File: config.mk
export PLATFORM = sky130hd
export DESIGN_NAME = epoch_seconds_calendar_converter
export DESIGN_NICKNAME = d
export VERILOG_FILES = /design/src/rtl/ecc_pkg.sv /design/src/rtl/ecc_div.sv /design/src/rtl/epoch_seconds_calendar_converter.sv
export SDC_FILE = /design/constraint.sdc
export NUM_CORES = 2
export LEC_CHECK = 0
export BUFFER_PORTS_ARGS = -buffer_cell sky130_fd_sc_hd__buf_2
export CAP_MARGIN = 5
export CORE_ASPECT_RATIO = 0.9
export CORE_UTILIZATION = 70
export DETAILED_ROUTE_END_ITERATION = 8
export GPL_TIMING_DRIVEN = 1
export PLACE_DENSITY_LB_ADDON = 0.3
export SKIP_CTS_REPAIR_TIMING = 1
export SLEW_MARGIN = 10
export SYNTH_ARGS = -nofsm -noshare
export SYNTH_HDL_FRONTEND = slang
export SYNTH_SLANG_ARGS = --single-unit
File: constraint.sdc
create_clock -name i_clk -period 29.2 [get_ports i_clk]
set_input_delay 4.38 -clock i_clk [delete_from_list [all_inputs] [get_ports i_clk]]
set_output_delay 4.38 -clock i_clk [all_outputs]
set_load 0.02 [all_outputs]
File: src/rtl/ecc_pkg.sv
// Shared types, constants and calendar helper functions for the epoch seconds converter.
package ecc_pkg;

    localparam logic        CMD_TO_CAL   = 1'b0;
    localparam logic        CMD_TO_SECS  = 1'b1;
    localparam logic        REG_EPOCH    = 1'b0;

    localparam logic [13:0] EPOCH_RESET  = 14'd1970;
    localparam logic [14:0] YEAR_LIMIT   = 15'd9999;
    localparam logic [16:0] SECS_PER_DAY = 17'd86400;
    localparam logic [16:0] SECS_PER_HR  = 17'd3600;
    localparam logic [16:0] SECS_PER_MIN = 17'd60;
    localparam logic [16:0] LEAP_CYCLE   = 17'd400;
    localparam logic [8:0]  LEAP_LAST    = 9'd399;
    localparam logic [8:0]  DAYS_YEAR    = 9'd365;
    localparam logic [8:0]  DAYS_LEAP    = 9'd366;
    localparam logic [3:0]  MONTH_LAST   = 4'd12;

    // floor(2^32 / d): for any 32-bit n, (n * r) >> 32 is n / d or one short of it
    localparam logic [63:0] TWO_POW_32   = 64'h1_0000_0000;
    localparam logic [31:0] RECIP_DAY    = 32'(TWO_POW_32 / 64'(SECS_PER_DAY));
    localparam logic [31:0] RECIP_HR     = 32'(TWO_POW_32 / 64'(SECS_PER_HR));
    localparam logic [31:0] RECIP_MIN    = 32'(TWO_POW_32 / 64'(SECS_PER_MIN));
    localparam logic [31:0] RECIP_CYCLE  = 32'(TWO_POW_32 / 64'(LEAP_CYCLE));

    typedef enum logic [3:0] {
        S_IDLE,
        S_EDIV,
        S_C0_DAY,
        S_C0_YEAR,
        S_C0_MON,
        S_C0_HR,
        S_C0_MIN,
        S_C1_YDIV,
        S_C1_SUM,
        S_C1_SCALE,
        S_C1_TOD
    } t_state;

    typedef struct packed {
        logic        cmd;
        logic [31:0] seconds_in;
        logic [13:0] year_in;
        logic [3:0]  month_in;
        logic [4:0]  day_in;
        logic [4:0]  hour_in;
        logic [5:0]  minute_in;
        logic [5:0]  second_in;
    } t_item;

    typedef struct packed {
        logic        status;
        logic [31:0] seconds_out;
        logic [13:0] year_out;
        logic [3:0]  month_out;
        logic [4:0]  day_out;
        logic [4:0]  hour_out;
        logic [5:0]  minute_out;
        logic [5:0]  second_out;
    } t_result;

    typedef struct packed {
        logic        start;
        logic [31:0] recip;
        logic [16:0] den;
        logic [31:0] num;
    } t_div_req;

    typedef struct packed {
        logic        done;
        logic [31:0] quo;
        logic [16:0] rem;
    } t_div_rsp;

    // leap test from the year modulo 400
    function automatic logic is_leap_m400(input logic [8:0] m);
        return (m[1:0] == 2'b00) && !(m inside {9'd100, 9'd200, 9'd300});
    endfunction

    // whole centuries in a remainder below 400
    function automatic logic [1:0] cent_of(input logic [8:0] r);
        logic [1:0] c;
        if (r >= 9'd300)      c = 2'd3;
        else if (r >= 9'd200) c = 2'd2;
        else if (r >= 9'd100) c = 2'd1;
        else                  c = 2'd0;
        return c;
    endfunction

    // y/4 - y/100 + y/400 taken at y-1, given y = 400*q + r and y >= 1
    function automatic logic [15:0] leap_count(input logic [13:0] y, input logic [5:0] q,
                                               input logic [8:0] r);
        logic [13:0] x;
        logic [5:0]  qx;
        logic [8:0]  rx;
        logic [15:0] q3;
        x = y - 14'd1;
        if (r == 9'd0) begin
            qx = q - 6'd1;
            rx = LEAP_LAST;
        end else begin
            qx = q;
            rx = r - 9'd1;
        end
        q3 = {10'd0, qx} * 16'd3;
        return {4'd0, x[13:2]} - q3 - {14'd0, cent_of(rx)};
    endfunction

    function automatic logic [4:0] month_len(input logic [3:0] mon, input logic leap);
        logic [4:0] len;
        case (mon)
            4'd2:                       len = leap ? 5'd29 : 5'd28;
            4'd4, 4'd6, 4'd9, 4'd11:    len = 5'd30;
            default:                    len = 5'd31;
        endcase
        return len;
    endfunction

    // days beyond 28 per month, accumulated ahead of month index (0 = January)
    function automatic logic [4:0] month_extra(input logic [3:0] idx);
        logic [4:0] e;
        case (idx)
            4'd0:    e = 5'd0;
            4'd1:    e = 5'd3;
            4'd2:    e = 5'd3;
            4'd3:    e = 5'd6;
            4'd4:    e = 5'd8;
            4'd5:    e = 5'd11;
            4'd6:    e = 5'd13;
            4'd7:    e = 5'd16;
            4'd8:    e = 5'd19;
            4'd9:    e = 5'd21;
            4'd10:   e = 5'd24;
            4'd11:   e = 5'd26;
            default: e = 5'd0;
        endcase
        return e;
    endfunction

endpackage

File: src/rtl/ecc_div.sv
// Shared constant divider: reciprocal multiply, back-multiply, one correction step.
module ecc_div (
    input  logic              i_clk,
    input  logic              i_rst_n,
    input  ecc_pkg::t_div_req i_req,
    output ecc_pkg::t_div_rsp o_rsp
);
    import ecc_pkg::*;

    logic        r_busy;
    logic        r_done;
    logic [1:0]  r_cnt;
    logic [31:0] r_num;
    logic [31:0] r_recip;
    logic [16:0] r_den;
    logic [31:0] r_est;
    logic [17:0] r_part;
    logic [16:0] r_rem;
    logic [31:0] r_quo;
    logic [63:0] prod;
    logic [17:0] back;
    logic [17:0] part;
    logic [17:0] fix;
    logic        load;

    // hold off a reload while the previous answer is still on show
    assign load = i_req.start && !r_busy && !r_done;
    assign prod = {32'd0, r_num} * {32'd0, r_recip};
    // the estimate is at most one short, so the remainder stays below twice the divisor
    assign back = r_est[17:0] * {1'b0, r_den};
    assign part = r_num[17:0] - back;
    assign fix  = r_part - {1'b0, r_den};

    always_ff @(posedge i_clk) begin
        if (!i_rst_n) begin
            r_busy <= 1'b0;
            r_done <= 1'b0;
        end else begin
            r_done <= r_busy && (r_cnt == 2'd2);
            if (load) begin
                r_busy <= 1'b1;
            end else if (r_busy && (r_cnt == 2'd2)) begin
                r_busy <= 1'b0;
            end
        end
    end

    always_ff @(posedge i_clk) begin
        if (load) begin
            r_cnt   <= 2'd0;
            r_num   <= i_req.num;
            r_recip <= i_req.recip;
            r_den   <= i_req.den;
        end else if (r_busy) begin
            r_cnt <= r_cnt + 2'd1;
            case (r_cnt)
                2'd0: begin
                    r_est <= 32'(prod >> 32);
                end
                2'd1: begin
                    r_quo  <= r_est;
                    r_part <= part;
                end
                default: begin
                    if (r_part >= {1'b0, r_den}) begin
                        r_quo <= r_quo + 32'd1;
                        r_rem <= fix[16:0];
                    end else begin
                        r_rem <= r_part[16:0];
                    end
                end
            endcase
        end
    end

    assign o_rsp.done = r_done;
    assign o_rsp.quo  = r_quo;
    assign o_rsp.rem  = r_rem;

endmodule

File: src/rtl/epoch_seconds_calendar_converter.sv
// Top level: config register, conversion sequencer and result register of the converter.
// Both start with the epoch divide. Seconds to calendar: day divide, walk over whole years
// (up to 136) and months (1 to 12), hour and minute divides; zero seconds ends after the
// epoch divide, a year past 9999 after the year walk. Calendar to seconds: divide, sum, scale.
// One transaction at a time; busy falls with the result strobe; the result then stays held.
// Synchronous active-low reset: sequencer idle, no strobe, epoch year back to 1970.
module epoch_seconds_calendar_converter (
    input  logic             i_clk,
    input  logic             i_rst_n,
    input  logic             start,
    output logic             busy,
    input  ecc_pkg::t_item   i_item,
    output logic             o_strobe,
    output ecc_pkg::t_result o_result,
    input  logic             psel,
    input  logic             penable,
    input  logic             pwrite,
    input  logic [2:0]       paddr,
    input  logic [31:0]      pwdata,
    output logic [31:0]      prdata,
    output logic             pready
);
    import ecc_pkg::*;

    t_state      r_state, n_state;
    t_item       r_in, n_in;
    t_result     r_res, n_res;
    logic        r_strobe, n_strobe;
    logic [13:0] r_epoch;
    logic [3:0]  r_mon, n_mon;
    logic [5:0]  r_qe, n_qe;
    logic [8:0]  r_m400, n_m400;
    logic [5:0]  r_qy, n_qy;
    logic [8:0]  r_ry, n_ry;
    logic [14:0] r_year, n_year;
    logic [15:0] r_days, n_days;
    logic [16:0] r_left, n_left;
    logic [3:0]  r_month, n_month;
    logic [4:0]  r_dom, n_dom;
    logic [4:0]  r_hour, n_hour;
    logic [31:0] r_acc, n_acc;

    t_div_req    div_req;
    t_div_rsp    div_rsp;

    logic        c0_leap;
    logic [8:0]  c0_ydays;
    logic [4:0]  c0_mlen;
    logic        c1_gt;
    logic [13:0] c1_yd;
    logic [15:0] c1_fe;
    logic [15:0] c1_leaps;
    logic [3:0]  c1_monm1;
    logic [8:0]  c1_moff;
    logic [31:0] c1_doy;
    logic [16:0] c1_hsec;
    logic [11:0] c1_msec;

    ecc_div u_div (
        .i_clk   (i_clk),
        .i_rst_n (i_rst_n),
        .i_req   (div_req),
        .o_rsp   (div_rsp)
    );

    // configuration port
    assign pready = 1'b1;
    assign prdata = (paddr[2] == REG_EPOCH) ? {18'd0, r_epoch} : 32'd0;

    always_ff @(posedge i_clk) begin
        if (!i_rst_n) begin
            r_epoch <= EPOCH_RESET;
        end else if (psel && penable && pwrite && pready && (paddr[2] == REG_EPOCH)) begin
            r_epoch <= pwdata[13:0];
        end
    end

    // seconds to calendar helpers
    assign c0_leap  = is_leap_m400(r_m400);
    assign c0_ydays = c0_leap ? DAYS_LEAP : DAYS_YEAR;
    assign c0_mlen  = month_len(r_month, c0_leap);

    // calendar to seconds helpers
    assign c1_gt    = r_in.year_in > r_epoch;
    assign c1_yd    = c1_gt ? (r_in.year_in - r_epoch) : 14'd0;
    assign c1_fe    = (r_epoch == 14'd0) ? 16'hFFFF : leap_count(r_epoch, r_qe, r_m400);
    assign c1_leaps = c1_gt ? (leap_count(r_in.year_in, r_qy, r_ry) - c1_fe) : 16'd0;
    assign c1_monm1 = r_mon - 4'd1;
    assign c1_moff  = {5'd0, c1_monm1} * 9'd28;
    assign c1_doy   = {27'd0, r_in.day_in} - 32'd1 + {23'd0, c1_moff}
                    + {27'd0, month_extra(c1_monm1)}
                    + {31'd0, (r_mon > 4'd2) && is_leap_m400(r_ry)};
    assign c1_hsec  = {12'd0, r_in.hour_in} * SECS_PER_HR;
    assign c1_msec  = {6'd0, r_in.minute_in} * SECS_PER_MIN[11:0];

    always_ff @(posedge i_clk) begin
        if (!i_rst_n) begin
            r_state  <= S_IDLE;
            r_strobe <= 1'b0;
        end else begin
            r_state  <= n_state;
            r_strobe <= n_strobe;
        end
    end

    always_ff @(posedge i_clk) begin
        r_in    <= n_in;
        r_res   <= n_res;
        r_mon   <= n_mon;
        r_qe    <= n_qe;
        r_m400  <= n_m400;
        r_qy    <= n_qy;
        r_ry    <= n_ry;
        r_year  <= n_year;
        r_days  <= n_days;
        r_left  <= n_left;
        r_month <= n_month;
        r_dom   <= n_dom;
        r_hour  <= n_hour;
        r_acc   <= n_acc;
    end

    always_comb begin
        n_state  = r_state;
        n_in     = r_in;
        n_res    = r_res;
        n_strobe = 1'b0;
        n_mon    = r_mon;
        n_qe     = r_qe;
        n_m400   = r_m400;
        n_qy     = r_qy;
        n_ry     = r_ry;
        n_year   = r_year;
        n_days   = r_days;
        n_left   = r_left;
        n_month  = r_month;
        n_dom    = r_dom;
        n_hour   = r_hour;
        n_acc    = r_acc;
        div_req  = '0;

        case (r_state)
            S_IDLE: begin
                if (start) begin
                    n_in = i_item;
                    if (i_item.month_in == 4'd0) begin
                        n_mon = 4'd1;
                    end else if (i_item.month_in > MONTH_LAST) begin
                        n_mon = MONTH_LAST;
                    end else begin
                        n_mon = i_item.month_in;
                    end
                    n_state = S_EDIV;
                end
            end
            S_EDIV: begin
                div_req.start = 1'b1;
                div_req.num   = {18'd0, r_epoch};
                div_req.den   = LEAP_CYCLE;
                div_req.recip = RECIP_CYCLE;
                if (div_rsp.done) begin
                    n_qe   = div_rsp.quo[5:0];
                    n_m400 = div_rsp.rem[8:0];
                    n_year = {1'b0, r_epoch};
                    if (r_in.cmd == CMD_TO_SECS) begin
                        n_state = S_C1_YDIV;
                    end else if (r_in.seconds_in == 32'd0) begin
                        n_res        = '0;
                        n_res.status = 1'b1;
                        n_strobe     = 1'b1;
                        n_state      = S_IDLE;
                    end else begin
                        n_state = S_C0_DAY;
                    end
                end
            end
            S_C0_DAY: begin
                div_req.start = 1'b1;
                div_req.num   = r_in.seconds_in;
                div_req.den   = SECS_PER_DAY;
                div_req.recip = RECIP_DAY;
                if (div_rsp.done) begin
                    n_days  = div_rsp.quo[15:0];
                    n_left  = div_rsp.rem;
                    n_state = S_C0_YEAR;
                end
            end
            S_C0_YEAR: begin
                if (r_days >= {7'd0, c0_ydays}) begin
                    n_days = r_days - {7'd0, c0_ydays};
                    n_year = r_year + 15'd1;
                    n_m400 = (r_m400 == LEAP_LAST) ? 9'd0 : (r_m400 + 9'd1);
                end else if (r_year > YEAR_LIMIT) begin
                    n_res        = '0;
                    n_res.status = 1'b1;
                    n_strobe     = 1'b1;
                    n_state      = S_IDLE;
                end else begin
                    n_month = 4'd1;
                    n_state = S_C0_MON;
                end
            end
            S_C0_MON: begin
                if ((r_days < {11'd0, c0_mlen}) || (r_month == MONTH_LAST)) begin
                    n_dom   = r_days[4:0] + 5'd1;
                    n_state = S_C0_HR;
                end else begin
                    n_days  = r_days - {11'd0, c0_mlen};
                    n_month = r_month + 4'd1;
                end
            end
            S_C0_HR: begin
                div_req.start = 1'b1;
                div_req.num   = {15'd0, r_left};
                div_req.den   = SECS_PER_HR;
                div_req.recip = RECIP_HR;
                if (div_rsp.done) begin
                    n_hour  = div_rsp.quo[4:0];
                    n_left  = div_rsp.rem;
                    n_state = S_C0_MIN;
                end
            end
            S_C0_MIN: begin
                div_req.start = 1'b1;
                div_req.num   = {15'd0, r_left};
                div_req.den   = SECS_PER_MIN;
                div_req.recip = RECIP_MIN;
                if (div_rsp.done) begin
                    n_res            = '0;
                    n_res.year_out   = r_year[13:0];
                    n_res.month_out  = r_month;
                    n_res.day_out    = r_dom;
                    n_res.hour_out   = r_hour;
                    n_res.minute_out = div_rsp.quo[5:0];
                    n_res.second_out = div_rsp.rem[5:0];
                    n_strobe         = 1'b1;
                    n_state          = S_IDLE;
                end
            end
            S_C1_YDIV: begin
                div_req.start = 1'b1;
                div_req.num   = {18'd0, r_in.year_in};
                div_req.den   = LEAP_CYCLE;
                div_req.recip = RECIP_CYCLE;
                if (div_rsp.done) begin
                    n_qy    = div_rsp.quo[5:0];
                    n_ry    = div_rsp.rem[8:0];
                    n_state = S_C1_SUM;
                end
            end
            S_C1_SUM: begin
                // whole years since the epoch, then the day of the year
                n_acc   = ({18'd0, c1_yd} * {23'd0, DAYS_YEAR}) + {16'd0, c1_leaps} + c1_doy;
                n_state = S_C1_SCALE;
            end
            S_C1_SCALE: begin
                n_acc   = r_acc * {15'd0, SECS_PER_DAY};
                n_state = S_C1_TOD;
            end
            S_C1_TOD: begin
                n_res             = '0;
                n_res.seconds_out = r_acc + {15'd0, c1_hsec} + {20'd0, c1_msec}
                                  + {26'd0, r_in.second_in};
                n_strobe          = 1'b1;
                n_state           = S_IDLE;
            end
            default: begin
                n_state = S_IDLE;
            end
        endcase
    end

    assign busy     = (r_state != S_IDLE);
    assign o_strobe = r_strobe;
    assign o_result = r_res;

`ifndef ASSERT_OFF
    a_strobe_after_work: assert property (@(posedge i_clk) disable iff (!i_rst_n)
        o_strobe |-> $past(busy))
        else $error("result strobe without a transaction in progress");

    a_div_done_owned: assert property (@(posedge i_clk) disable iff (!i_rst_n)
        div_rsp.done |-> (r_state == S_EDIV || r_state == S_C0_DAY || r_state == S_C0_HR ||
                          r_state == S_C0_MIN || r_state == S_C1_YDIV))
        else $error("divider finished outside a divide step");

    a_cal_fields: assert property (@(posedge i_clk) disable iff (!i_rst_n)
        (o_strobe && r_in.cmd == CMD_TO_CAL && !o_result.status) |->
        (o_result.month_out >= 4'd1 && o_result.month_out <= MONTH_LAST &&
         o_result.day_out != 5'd0 && o_result.hour_out < 5'd24))
        else $error("calendar result field out of range");

    a_secs_clean: assert property (@(posedge i_clk) disable iff (!i_rst_n)
        (o_strobe && r_in.cmd == CMD_TO_SECS) |->
        (!o_result.status && o_result.year_out == 14'd0 && o_result.month_out == 4'd0))
        else $error("seconds result carries calendar fields");
`endif

endmodule

* Yosys cells after proc, flatten, opt, wreduce, memory -nomap -nowiden
Memories as Yosys holds them, arrays and structs flattened. Index checks and enable logic that the tools add are counted.
Storage, ports and cells: word-level logic and storage cells 257, output and inout bits 108, bits in read-only memories 80, input bits 114, register bits after elaboration 473, memories kept 1
Cells by class: equality and inequality tests 39, reduce and logical (&&, ||, !) cells 52, mux-type cells 66, bitwise operators 4, $lt $le $gt $ge 13, $add $sub $neg 32, multiply operators 9
Memories:
- (no name shown) | words 16, width 5, read ports 1, clocked after Yosys merged registers in 0, write ports 0, RTL line ecc_pkg.sv:122 | case (idx)
Operators by type and width (count):
- two-way mux 73 bit | 6
- case mux 82 bit (5 select lines) | 1
- case mux 73 bit (4 select lines) | 1
- case mux 32 bit (2 select lines) | 2
- two-way mux 16 bit | 5
- multiplier 32 x 32 -> 64 bit | 1
- two-way mux 4 bit | 12
- case mux 16 bit (3 select lines) | 1
- two-way mux 9 bit | 5
- case mux 4 bit (10 select lines) | 1
- adder 32 x 1 -> 32 bit, second input constant | 1
- adder 32 x 12 -> 32 bit | 1
- adder 32 x 17 -> 32 bit | 1
- adder 32 x 6 -> 32 bit | 1
- zero test 32 bit | 1
- multiplier 32 x 10 -> 25 bit, second input constant | 1
- two-way mux 32 bit | 1
- two-way mux 15 bit | 2
- case mux 15 bit (2 select lines) | 1
- two-way mux 14 bit | 2
- subtractor 13 x 3 -> 14 bit | 2
- subtractor 14 x 1 -> 14 bit, second input constant | 2
- equality test 9 bit, second input constant | 3
- adder 25 x 13 -> 26 bit | 1
- other kinds (73) | 160

* Depth between registers and ports, before layout
word-level depth 13, mapped depth 49, gate-level depth less buffers 47

* Hierarchy
From an unflattened synthesis, not the netlist that was laid out.
Second synthesis, totals: cell total of the unflattened synthesis 7464, area total of the unflattened synthesis 72173.0 um^2
Modules (own cells, without submodules):
- ecc_div | seq. area each 5485.3 um^2, times used 1, area an instance 45119.5 um^2, cells each 4675
- epoch_seconds_calendar_converter | seq. area each 8488.1 um^2, times used 1, area an instance 27053.4 um^2, cells each 2789

* Worst setup path after synthesis
Ideal clock, no wire load.
path type reg-to-reg, start reg r_m400[5], end reg r_acc[31] (data pin), arrival 9940 ps, slack 18993 ps, stages on the path, launching flop included 45, buffers on the path 1, period minus slack after synthesis 10207 ps, required time 28933 ps, library setup time 267 ps, cell sequence edfxtp_1 -> clkbuf_1 -> nor3_1 -> nand2_1 -> nor3b_1 -> nand2_1 -> xor2_1 -> xor2_1 -> ha_1 -> ha_1 -> nor2b_1 -> o31a_1 -> o31a_1 -> o21a_1 -> or2_2 -> xor2_1 -> nor3_1 -> xnor2_1 -> [9 not listed] -> ha_1 -> a21o_1 -> a21oi_1 -> o21ai_0 -> o41a_1 -> o41a_1 -> a32oi_1 -> xor2_1 -> ha_1 -> inv_1 -> ha_1 -> ha_1 -> a21o_1 -> a21oi_1 -> nand2_1 -> o211ai_1 -> a311o_1 -> o21ai_1
Between the ends: cells in the longest elaborated chain, start to end 13, elaborated cells between the ends (all ways) 19, classes of those cells add/sub: 6; mul: 1; order compare: 3; mux: 8; reduce/logical: 1
RTL lines:
- start, declared | RTL line epoch_seconds_calendar_converter.sv:32 | logic [8:0] r_m400, n_m400;
- start signal, assigned | RTL line epoch_seconds_calendar_converter.sv:111 | r_m400 <= n_m400;
- parallel branches: the longest is 6 deep, another holds subtractor 12 x 8 -> 13 bit
- subtractor 13 x 3 -> 14 bit * | RTL line ecc_pkg.sv:106 | return {4'd0, x[13:2]} - q3 - {14'd0, cent_of(rx)};
- two-way mux 16 bit * | RTL line epoch_seconds_calendar_converter.sv:86 | assign c1_fe = (r_epoch == 14'd0) ? 16'hFFFF : leap_count(r_epoch, r_qe, r_m400);
- subtractor 16 bit * | RTL line epoch_seconds_calendar_converter.sv:87 | assign c1_leaps = c1_gt ? (leap_count(r_in.year_in, r_qy, r_ry) - c1_fe) : 16'd0;
- two-way mux 16 bit * | RTL line epoch_seconds_calendar_converter.sv:87
- adder 23 x 16 -> 24 bit * | RTL line epoch_seconds_calendar_converter.sv:253 | n_acc = ({18'd0, c1_yd} * {23'd0, DAYS_YEAR}) + {16'd0, c1_leaps} + c1_doy;
- adder 25 x 13 -> 26 bit * | RTL line epoch_seconds_calendar_converter.sv:253
- case mux 32 bit (2 select lines) * | RTL line epoch_seconds_calendar_converter.sv:142 | case (r_state)
- via n_acc[31] | RTL line epoch_seconds_calendar_converter.sv:41 | logic [31:0] r_acc, n_acc;
- end signal, assigned | RTL line epoch_seconds_calendar_converter.sv:120 | r_acc <= n_acc;
- end, declared | RTL line epoch_seconds_calendar_converter.sv:41
Mark *: on every way through the listed nets, which the timed path passes. A chain may end at the register's enable or synchronous reset.

* Final worst setup path
start reg r_ry[2], end reg r_acc[30] (data pin)
Between the ends: cells in the longest elaborated chain, start to end 12, elaborated cells between the ends (all ways) 26, classes of those cells add/sub: 7; mul: 1; order compare: 3; eq/ne: 3; mux: 7; reduce/logical: 5
RTL lines:
- start, declared | RTL line epoch_seconds_calendar_converter.sv:34 | logic [8:0] r_ry, n_ry;
- start signal, assigned | RTL line epoch_seconds_calendar_converter.sv:113 | r_ry <= n_ry;
- parallel branches: the longest is 10 deep, another holds adder 23 x 16 -> 24 bit
- adder 25 x 13 -> 26 bit * | RTL line epoch_seconds_calendar_converter.sv:253
- case mux 32 bit (2 select lines) * | RTL line epoch_seconds_calendar_converter.sv:142
- via n_acc[30] | RTL line epoch_seconds_calendar_converter.sv:41
Marked as above.

==> metrics <==
final worst setup slack=17.48 ns; final-report hold violation count=0; mux share of post-synthesis cell area=0.328%; top post-synthesis cells by area=fa_1, edfxtp_1, ha_1, inv_1, xnor2_1; post-synthesis xor/xnor area fraction=4.72%; maximum clock insertion buffer count=3; CP dominant cell by count=ha_1; area fraction of the dominant cell type after synthesis=27.7%; max cap viols=0; clk_lat worst skew=0.61 ns; Setup TNS=0 ns; Synth Area in Adders=44.9%; simple-gate share of the synthesized area=12.4%; clock-pin transition on the worst setup and hold timing paths=0.06 ns; share of cells above drive strength 1=5.84%; Max FO, Critical Path=11; delay-heaviest family, CP=compound AO/OA/AOI/OAI gates; first-pass GRT wire length=230000 um; Rel. slew slack=20.7%; H-Tree Depth=2; clock skew=0.0642 ns; Yosys reg bits=403; cell taking the most area after synthesis=fa_1; failing checks=design-rule violations; worst r2r dst=r_acc[30]$_DFFE_PN_; FP Rows=97; Die Ht=269 um; DP Worst Slack=17.76 ns; Starting Density=70.8%; fin. max-slew vios=0; Pre-antenna DRT Iters=9; CTS tree=yes; Hold Startpoint=u_div.r_rem[16]$_DFFE_PP_; DP HPWL=120000 um; Hold Path Sink=r_left[16]$_DFFE_PP_; Syn Area/Cell=10.1 sq um; sequential fraction of the synthesis area=21.5%; Final ANT Viol Nets=0; clock root cell=clkbuf_16; Total Routing Usage GR=37.6%; Die ar.=0.0801 sq mm; minimum clock period=11.72 ns; RR Startpoint=r_ry[2]$_DFFE_PP_; vias in the first global route=41300; cells on worst reg2reg path=41; asr flop ratio synth=0%; slowest stage cell, crit path=or4_1; Num CTS Buffers=42; initial drt markers=3898; main flop type after synthesis=edfxtp_1; EDFF count, synth=380; worst-margin pin slew=1.19 ns; clk sinks=403; Placed Cells incl. Taps=6595; Bufs and invs on worst path=1; RSZ-0062 raised after global routing=false; routed via count=40300; Crit Path Category=flip-flop to flip-flop; most frequent cell after synthesis=inv_1; WP data arrival=12.06 ns; Hold WC Path Type=flip-flop to flip-flop; GPL Wtd Cong=0.972; largest net degree at the start of global routing=66; WHS Path Cells=0; Ys Warns=0; wire length per cell=21.9 um; GR Overflow Total=0; CP required=29.54 ns; status=complete, but fails checks; initial antenna violation count=8; Post-synth top cells=inv_1, fa_1, ha_1, edfxtp_1, nand2_1; max incr delay on CP=0.62 ns; Critical Path Sink Type=flip-flop; Peak Freq=0.0853 GHz; Post-Route WL=146000 um; mapped cell area=0.0553 sq mm; chip width=298 um; Final Setup Violations=0; Unique masters post-synth=90; drt via density=6.04; Final Non-Filler Cells=6675; largest family of logic cells by synthesized area=adder cells; Final Cycle Share=40.2%; I/O pin count=222; drc violations=8; worst reg2reg setup slack=17.48 ns; Core Area=0.0780 sq mm; Synth Area in Compound Gates=8.05%; Nets=7236; startpoint types=flip-flop; I/O Buffers=182; Layout area overhead=6.00%; Gate Count Post-Synth=5473
## metal layers
metal	GRT usage, %	vias up	wire, um
met5	1.49	-	204
met4	9.91	9	4100
met3	10.3	271	17400
met2	57.9	2037	64500
met1	52.7	19800	59900
li1	-	18200	-
## how the worst max path moves through the flow
| stage | startpoint | to | slack (ns) | depth (start not counted) |
|---|---|---|---|---|
| 2_1_floorplan | r_m400[5]$_DFFE_PP_ | r_acc[31]$_DFFE_PN_ | 18.99 | 44 |
| 3_3_place_gp | r_ry[2]$_DFFE_PP_ | r_acc[30]$_DFFE_PN_ | 17.98 | 41 |
| 3_5_place_dp | r_ry[2]$_DFFE_PP_ | r_acc[29]$_DFFE_PN_ | 17.76 | 41 |
| 4_1_cts | r_ry[2]$_DFFE_PP_ | r_acc[28]$_DFFE_PN_ | 17.69 | 41 |
| 5_1_grt | r_ry[2]$_DFFE_PP_ | r_acc[27]$_DFFE_PN_ | 16.83 | 41 |
| 6_report | r_ry[2]$_DFFE_PP_ | r_acc[30]$_DFFE_PN_ | 17.48 | 41 |
## sequential cells by signal, indices dropped and copies added, names as in the netlist, 4 cells and up
| name | cells |
|---|---|
| r_qe | 6 |
| u_div.r_recip | 6 |
| r_year | 15 |
| u_div.r_est | 16 |
| r_state | 4 |
| r_in | 69 |
| r_epoch | 14 |
| r_acc | 32 |
| r_dom | 5 |
| u_div.r_num | 32 |
| u_div.r_den | 5 |
| u_div.r_rem | 17 |
| r_month | 4 |
| u_div.r_part | 18 |
| u_div.r_quo | 16 |
| r_mon | 4 |
| r_left | 17 |
| r_hour | 5 |
| r_days | 16 |
| o_result | 73 |
| r_ry | 9 |
| r_m400 | 9 |
| r_qy | 6 |
## cell families after synthesis
logic type	after synthesis
DFF	403
adders and majority gates	1524
AOI/OAI and AO/OA	673
xor gates and xnor gates	297
muxes	17
other	2
and+or+nand+nor	1370
buffers and inverters	1187
## cell type report
| type | count | area [sq um] |
|---|---|---|
| Antenna cell | 2 | 5.00 |
| Clock buffer | 51 | 1080 |
| Clock inverter | 27 | 253 |
| Fill cell | 5434 | 19400 |
| Inverter | 1032 | 3870 |
| Multi-Input combinational cell | 3900 | 39000 |
| Sequential cell | 403 | 11900 |
| Tap cell | 1039 | 1300 |
| Timing Repair Buffer | 221 | 1200 |
## layout by cell type, fill, tap and decap left out, drive strengths merged, types with 103 or more instances in the layout
cell type  Yosys  final
inv         1029   1029
fa           764    764
ha           758    758
edfxtp       380    380
nand2        346    346
nor2         329    329
and2         252    252
buf           27    221
xnor2        194    194
o21ai        175    175
a21oi        144    144
xor2         103    103
## per-stage QoR
| stage | hold slack (ns) | area (sq um) | utilization, % |
|---|---|---|---|
| floorplan | 0.400 | 55300 | - |
| global placement | 0.402 | 57300 | 73.4 |
| detailed placement | 0.405 | 57300 | 73.4 |
| CTS | 0.379 | 58600 | 75.1 |
| global route | 0.383 | 58600 | 75.1 |
| finish | 0.381 | 58600 | 75.1 |
Power is not shown: default switching activity piles up to over one toggle a cycle in this logic, so the estimate is an artifact.
